--- src/rtl/core/msc_pkg.sv ---
// shared types and constants of the mips subset core
`timescale 1ns / 1ps
`default_nettype none

package msc_pkg;

  localparam int unsigned DMEM_BYTES = 65536;

  typedef enum logic [1:0] {
    ACT_EXEC     = 2'd0,
    ACT_PRELOAD  = 2'd1,
    ACT_READ_MEM = 2'd2,
    ACT_READ_REG = 2'd3
  } action_e;

  localparam logic [5:0] OP_RTYPE = 6'h00;
  localparam logic [5:0] OP_LW    = 6'h23;
  localparam logic [5:0] OP_SW    = 6'h2B;
  localparam logic [5:0] OP_ADDIU = 6'h09;
  localparam logic [5:0] OP_BEQ   = 6'h04;
  localparam logic [5:0] OP_J     = 6'h02;

  localparam logic [2:0] FN_ADDU = 3'd1;
  localparam logic [2:0] FN_SUBU = 3'd3;
  localparam logic [2:0] FN_AND  = 3'd4;
  localparam logic [2:0] FN_OR   = 3'd5;
  localparam logic [2:0] FN_NOR  = 3'd7;

  localparam logic [31:0] HALT_WORD = 32'hFFFF_FFFF;

  typedef enum logic [1:0] {
    MOP_LOAD,
    MOP_STORE,
    MOP_PRELOAD,
    MOP_DUMP
  } mop_e;

  typedef enum logic [2:0] {
    ST_IDLE,
    ST_EXEC,
    ST_REG_RD,
    ST_AGEN,
    ST_MEM,
    ST_TAIL,
    ST_LOAD_WB,
    ST_DONE
  } state_e;

  typedef struct packed {
    logic        en;
    logic [4:0]  addr;
    logic [31:0] data;
  } rf_wr_t;

endpackage

`default_nettype wire

--- src/rtl/core/msc_dm_index.sv ---
// three-stage reduction of a 32-bit byte address modulo the data memory size
`timescale 1ns / 1ps
`default_nettype none

module msc_dm_index #(
  parameter int unsigned DmemBytes = msc_pkg::DMEM_BYTES
) (
  input  logic                         clk_i,
  input  logic                         rst_ni,
  input  logic                         start_i,
  input  logic [31:0]                  addr_i,
  output logic                         done_o,
  output logic [$clog2(DmemBytes)-1:0] idx_o
);
  import msc_pkg::*;

  localparam int unsigned IdxW = $clog2(DmemBytes);
  // byte weights 256^k reduced by the memory size
  localparam logic [15:0] Fold1 = 16'(64'd256 % 64'(DmemBytes));
  localparam logic [15:0] Fold2 = 16'(64'd65536 % 64'(DmemBytes));
  localparam logic [15:0] Fold3 = 16'(64'd16777216 % 64'(DmemBytes));
  // rounded-up reciprocal, scaled by 2^40
  localparam longint unsigned RecipL =
    ((64'd1 << 40) + 64'(DmemBytes) - 64'd1) / 64'(DmemBytes);
  localparam logic [30:0] Recip   = 31'(RecipL);
  localparam logic [16:0] Modulus = 17'(DmemBytes);

  logic        v1_q, v2_q, v3_q;
  logic [25:0] s1_d, s1_q, s2_q;
  logic [16:0] q2_q;
  logic [56:0] prod;
  logic [33:0] back;
  logic [27:0] diff, rem;
  logic [23:0] p1, p2, p3;

  // folded sum is below 2^26
  assign p1   = 24'(addr_i[15:8]) * 24'(Fold1);
  assign p2   = 24'(addr_i[23:16]) * 24'(Fold2);
  assign p3   = 24'(addr_i[31:24]) * 24'(Fold3);
  assign s1_d = 26'(addr_i[7:0]) + 26'(p1) + 26'(p2) + 26'(p3);

  // quotient estimate is exact or one too large
  assign prod = 57'(s1_q) * 57'(Recip);

  assign back = 34'(q2_q) * 34'(Modulus);
  assign diff = 28'(s2_q) - back[27:0];
  assign rem  = diff[27] ? diff + 28'(Modulus) : diff;

  always_ff @(posedge clk_i or negedge rst_ni) begin
    if (!rst_ni) begin
      v1_q <= 1'b0;
      v2_q <= 1'b0;
      v3_q <= 1'b0;
    end else begin
      v1_q <= start_i;
      v2_q <= v1_q;
      v3_q <= v2_q;
    end
  end

  always_ff @(posedge clk_i) begin
    s1_q  <= s1_d;
    s2_q  <= s1_q;
    q2_q  <= prod[56:40];
    idx_o <= rem[IdxW-1:0];
  end

  assign done_o = v3_q;

endmodule

`default_nettype wire

--- config.mk ---
export PLATFORM = sky130hd
export DESIGN_NAME = msc_dm_index
export DESIGN_NICKNAME = d
export VERILOG_FILES = /design/src/rtl/core/msc_pkg.sv /design/src/rtl/core/msc_dm_index.sv
export SDC_FILE = /design/constraint.sdc
export NUM_CORES = 1
export LEC_CHECK = 0
export BUFFER_PORTS_ARGS = -buffer_cell sky130_fd_sc_hd__buf_2
export CORE_MARGIN = 8
export CORE_UTILIZATION = 48
export CTS_BUF_LIST = sky130_fd_sc_hd__clkbuf_8
export CTS_CLUSTER_SIZE = 40
export DETAILED_ROUTE_END_ITERATION = 8
export PLACE_DENSITY = 0.83
export SLEW_MARGIN = 20
export SYNTH_ARGS = -nofsm -noshare
export SYNTH_HDL_FRONTEND = slang
export SYNTH_SLANG_ARGS = --single-unit
export TNS_END_PERCENT = 50
--- constraint.sdc ---
create_clock -name clk_i -period 0.9 [get_ports clk_i]
set_clock_uncertainty 0.15 [all_clocks]
set_input_delay 0.045 -clock clk_i [delete_from_list [all_inputs] [get_ports clk_i]]
set_output_delay 0.045 -clock clk_i [all_outputs]
set_load 0.03 [all_outputs]
==> results of run 1 <==
[where the power goes]
part	total, mW	switching [mW]	internal (mW)
Sequential	2.43	0.0432	2.39
Combinational	0.280	0.123	0.157
Clock	1.38	0.677	0.699
[worst paths after layout]
path	startpoint	endpoint	depth (start not counted)
max	done_o	done_o	1
min	s2_q[1]	idx_o[1]	0
max reg2reg	v1_q	v2_q	0
min reg2reg	s2_q[1]	idx_o[1]	0
max in group asynchronous	rst_ni	done_o	3
min in group asynchronous	rst_ni	v1_q	3
[per-layer routing]
| metal | up-vias | GRT usage | wire, um |
|---|---|---|---|
| met5 | - | 0 | 0 |
| met4 | 0 | 0.1197 | 82 |
| met3 | 7 | 0.05376 | 128 |
| met2 | 26 | 0.1928 | 1115 |
| met1 | 248 | 0.09328 | 769 |
| li1 | 275 | - | - |
[final cells by class]
class                 count  area (um2)  area share
Clock inverter            1       7.507    0.004488
Sequential cell          51        1056      0.6313
Tap cell                 28       35.03     0.02094
Clock buffer              7       96.34     0.05759
Timing Repair Buffer     54       478.0      0.2857
[cells by family (layout without fill, tap and decap cells)]
logic type,count (synthesis),in the layout,share of synthesized area
buffers and inverters,0,62,0
flip-flops,51,51,1.000
[stage by stage]
| step | TNS (ns) | setup slack, ns | total power [mW] |
|---|---|---|---|
| after global routing | -1.275 | -0.1287 | 4.238 |
| after CTS | -0.9162 | -0.1072 | 4.089 |
| final | -0.8446 | -0.1087 | 4.085 |
| after floorplan | 0 | 0.2376 | 2.534 |
| after global placement | 0 | 0.1997 | 2.610 |
| after detailed placement | 0 | 0.1850 | 2.622 |
[cells in the mapped netlist]
library cell and count:
dfrtp_1 3, dfxtp_1 48
[cells in the final DEF, fill, tap and decap left out, drive strengths merged]
master / n
buf: 35
clkbuf: 7
clkinvlp: 1
dfrtp: 3
dfxtp: 48
dlygate4sd3: 19
[state kept, by name, indices dropped and copies added (netlist names)]
signal and cells:
idx_o 16, s1_q 16, s2_q 16, done_o 1, v1_q 1, v2_q 1
[repair_timing]
item,CTS,global route
gates resized for setup,50,2
gates cloned,0,0
endpoints found under the setup margin,17,20
hold buffers,19,0
endpoints found under the hold margin,20,0
==> flow_metrics.py, run 1 <==
metrics = {
    "clocking": {
        "cts_tree": "built",
        "cts_setup_buffers": 0,
        "clockBufferDepth": 2,
        "cts.htree.levels": 2,
        "clk_latency_ns": 0.30,
        "clkSlewWorstSetupHoldPaths_ns": 0.08,
        "cts-root-buf": "clkbuf_8",
        "clock-sinks": 51,
        "cts-buffers-inserted": 5,
    },
    "placed_design": {
        "dp_cells": 114,
        "postPlaceCellArea_um2": 1246,
        "place_congestion": 0.6078,
        "port_buffers": 35,
    },
    "setup_path": {
        "cp_max_fo": 1,
        "crit_arrival_ns": 0.81,
        "max_stage_delay_ns": 0.38,
        "cp_top_family": "flip-flops",
        "cp-start-kind": "flip-flop",
        "crit_slowest_cell": "dfrtp_1",
        "ff2ff_setup_slack_ns": 0.23,
        "required_ns": 0.70,
        "endpoint_kind": "output port",
        "cp_num_buf_inv": 1,
        "path_cells": "buf_6",
        "crit_type": "reg -> out",
    },
    "timing": {
        "post-route-period-util": 1.121,
        "report.final.slew_viol_count": 0,
        "layout_setup_ws_ns": -0.1087,
        "holdWs_ns": 0.1794,
        "finalSetupViolCount": 17,
        "max_freq_ghz": 0.9914,
        "rsz0062_at_grt": "yes",
        "slew_headroom": 0.9419,
        "report.final.hold_viol_count": 0,
        "worst_pin_slew_ns": 0.08688,
        "final.min_clock_period_ns": 1.009,
    },
    "floorplan": {
        "dieArea_um2": 3901,
        "start_util": 0.4871,
        "num_rows": 17,
        "fp.dieH_um": 62.46,
        "core_area_um2": 2127,
        "pin_count": 52,
        "die_x_um": 62.46,
    },
    "drt": {
        "drtPass1Iterations": 4,
        "drc_errors": 0,
        "post_drt_wl_per_cell_um": 14.87,
        "vias": 556,
        "ant_nets": 0,
        "wl_um": 2096,
        "avgViaCountPerCell": 3.943,
        "drt_iter0_drc": 11,
    },
    "pwr": {
        "p_per_area_nw_per_um2": 2442,
        "leakagePower_nw": 0.7457,
        "vdd_ir_drop_max_mv": 1.645,
    },
    "grt": {
        "grt_pass1_wl_um": 3125,
        "grt_max_degree": 16,
        "grt_pass1_vias": 616,
        "track_usage": 0.1147,
        "overflow": 0,
        "antenna_found_initial": 0,
    },
    "cells_and_area": {
        "layout-drive-gt1-share": 0.5221,
        "syn2layout_area_growth_pct": 61.47,
        "fin_util": 0.7865,
        "num_antenna_cells": 0,
        "fin_cells": 141,
        "multiInputGateArea_um2": 0,
        "fill_cells": 118,
        "nMultiInputCombCells": 0,
        "final_area_um2": 1673,
        "final_nets": 147,
    },
    "outcome": {
        "violations": "negative setup slack",
        "outcome": "finished with violations",
    },
    "synth": {
        "synth_top_area_share": 0.9275,
        "yosysTopAreaCell": "dfxtp_1",
        "yosysUniqueCellTypes": 2,
        "ys_seq_elements": 51,
        "synth_warnings": 0,
        "syn_nets": 86,
        "yosysSeqAreaShare": 1.000,
        "synth.area.top_cells": "dfxtp_1 93%, dfrtp_1 7.2%",
        "synth_cells": 51,
        "syn_area_um2": 1036,
        "syn_avg_cell_area_um2": 20.31,
    },
    "hold_path": {
        "hp-class": "reg -> reg",
    },
    "run": {
        "drv_cap": 0,
    },
}
(Power assumes the default switching activity.)
==> run 2: changes to the inputs <==
--- a/config.mk
+++ b/config.mk
@@ -12,6 +12,7 @@
 export CTS_CLUSTER_SIZE = 40
 export DETAILED_ROUTE_END_ITERATION = 8
 export PLACE_DENSITY = 0.83
+export SKIP_CTS_REPAIR_TIMING = 1
 export SLEW_MARGIN = 20
 export SYNTH_ARGS = -nofsm -noshare
 export SYNTH_HDL_FRONTEND = slang
==> flow_metrics.py, run 2 (synthesized netlist as in run 1, its figures left out) <==
metrics = {
    "setup_path": {
        "crit_type": "reg -> out",
        "max_stage_delay_ns": 0.38,
        "critPathLaunch": "done_o",
        "crit_slowest_cell": "dfrtp_1",
        "cp-start-kind": "flip-flop",
        "path_cells": "buf_6",
        "cp_num_buf_inv": 1,
        "endpoint_kind": "output port",
        "cp_top_family": "flip-flops",
        "required_ns": 0.70,
        "cp_max_fo": 1,
        "reg2reg_from": "v1_q",
        "crit_arrival_ns": 0.82,
    },
    "timing": {
        "rsz0062_at_grt": "yes",
        "slew_headroom": 0.8905,
        "worst_pin_slew_ns": 0.1654,
        "report.final.slew_viol_count": 0,
        "post-route-period-util": 1.122,
        "finalSetupViolCount": 20,
        "max_freq_ghz": 0.9899,
        "report.final.hold_viol_count": 0,
        "final.min_clock_period_ns": 1.010,
        "holdWs_ns": 0.1790,
        "layout_setup_ws_ns": -0.1102,
    },
    "pwr": {
        "leakagePower_nw": 0.7402,
        "vdd_ir_drop_max_mv": 1.634,
        "p_per_area_nw_per_um2": 2464,
    },
    "cells_and_area": {
        "num_antenna_cells": 0,
        "nMultiInputCombCells": 0,
        "fin_cells": 141,
        "reg_top3": "idx_o (16), s1_q (16), s2_q (16)",
        "syn2layout_area_growth_pct": 59.66,
        "multiInputGateArea_um2": 0,
        "layout_commonest_cell": "dfxtp_1",
        "final_cell_mix": "34 x dfxtp_1, 19 x dlygate4sd3_1, 19 x buf_2",
        "layout-drive-gt1-share": 0.5044,
        "fin_util": 0.7776,
        "final_nets": 147,
    },
    "clocking": {
        "cts.htree.levels": 2,
        "cts_tree": "built",
        "clockBufferDepth": 2,
        "clock-sinks": 51,
        "clk_latency_ns": 0.30,
        "cts-buffers-inserted": 5,
        "cts-root-buf": "clkbuf_8",
        "clkSlewWorstSetupHoldPaths_ns": 0.08,
    },
    "run": {
        "drv_cap": 0,
    },
    "grt": {
        "grt_max_degree": 16,
        "grt_pass1_vias": 472,
        "grt_pass1_wl_um": 2235,
        "track_usage": 0.08380,
        "overflow": 0,
        "antenna_found_initial": 0,
    },
    "floorplan": {
        "start_util": 0.4871,
        "pin_count": 52,
        "dieArea_um2": 3901,
        "fp.dieH_um": 62.46,
        "core_area_um2": 2127,
        "die_x_um": 62.46,
        "num_rows": 17,
    },
    "placed_design": {
        "place_congestion": 0.6078,
        "port_buffers": 35,
        "pre_cts_ws_ns": 0.1850,
        "dp_cells": 114,
    },
    "hold_path": {
        "hp-class": "reg -> reg",
        "worstHoldStart": "s2_q[14]",
    },
    "drt": {
        "ant_nets": 0,
        "post_drt_wl_per_cell_um": 14.94,
        "avgViaCountPerCell": 3.950,
        "drtPass1Iterations": 3,
        "wl_um": 2106,
        "vias": 557,
        "drc_errors": 0,
        "drt_iter0_drc": 10,
    },
    "outcome": {
        "violations": "negative setup slack",
        "outcome": "finished with violations",
    },
}
[run 2: changes by cell type in the layout (fill, tap and decap cells not counted)]
cell     change
buf_2        +2
buf_4        +1
buf_6        -3
dfxtp_1      +2
dfxtp_2      -2
[run 2: stage by stage]
stage	power [mW]	setup TNS, ns	cell area (um2)
after detailed placement	2.622	0	1246
after floorplan	2.534	0	1036
after CTS	3.962	-1.758	1350
after global placement	2.610	0	1246
final	4.076	-1.003	1654
after global routing	4.242	-1.632	1654
[run 2: worst paths after layout]
check | to | cells past startpoint | slack [ns]
worst max-delay path | done_o | 1 | -0.11
worst min-delay path | idx_o[14] | 0 | 0.18
worst max register to register | v2_q | 0 | 0.26
worst min register to register | idx_o[14] | 0 | 0.18
max in group asynchronous | v2_q | 3 | -0.03
min in group asynchronous | v1_q | 3 | 0.52
[run 2: cell type report]
| cell class | count | area [um2] |
|---|---|---|
| Clock buffer | 7 | 96.34 |
| Clock inverter | 1 | 7.507 |
| Fill cell | 126 | 473.0 |
| Sequential cell | 51 | 1054 |
| Tap cell | 28 | 35.03 |
| Timing Repair Buffer | 54 | 461.7 |
[run 2: power breakdown]
| part | internal (mW) | total (mW) | switching, mW |
|---|---|---|---|
| sequential | 2.38 | 2.42 | 0.0404 |
| clock | 0.698 | 1.38 | 0.678 |
| combinational | 0.150 | 0.275 | 0.125 |
| total | 3.23 | 4.08 | 0.843 |
[run 2: metal layers]
layer,global-route usage,routed length (um),vias to the layer above
met5,0,0,-
met4,0.09402,99,0
met3,0.07885,157,8
met2,0.1203,1106,28
met1,0.05876,742,247
li1,-,-,274
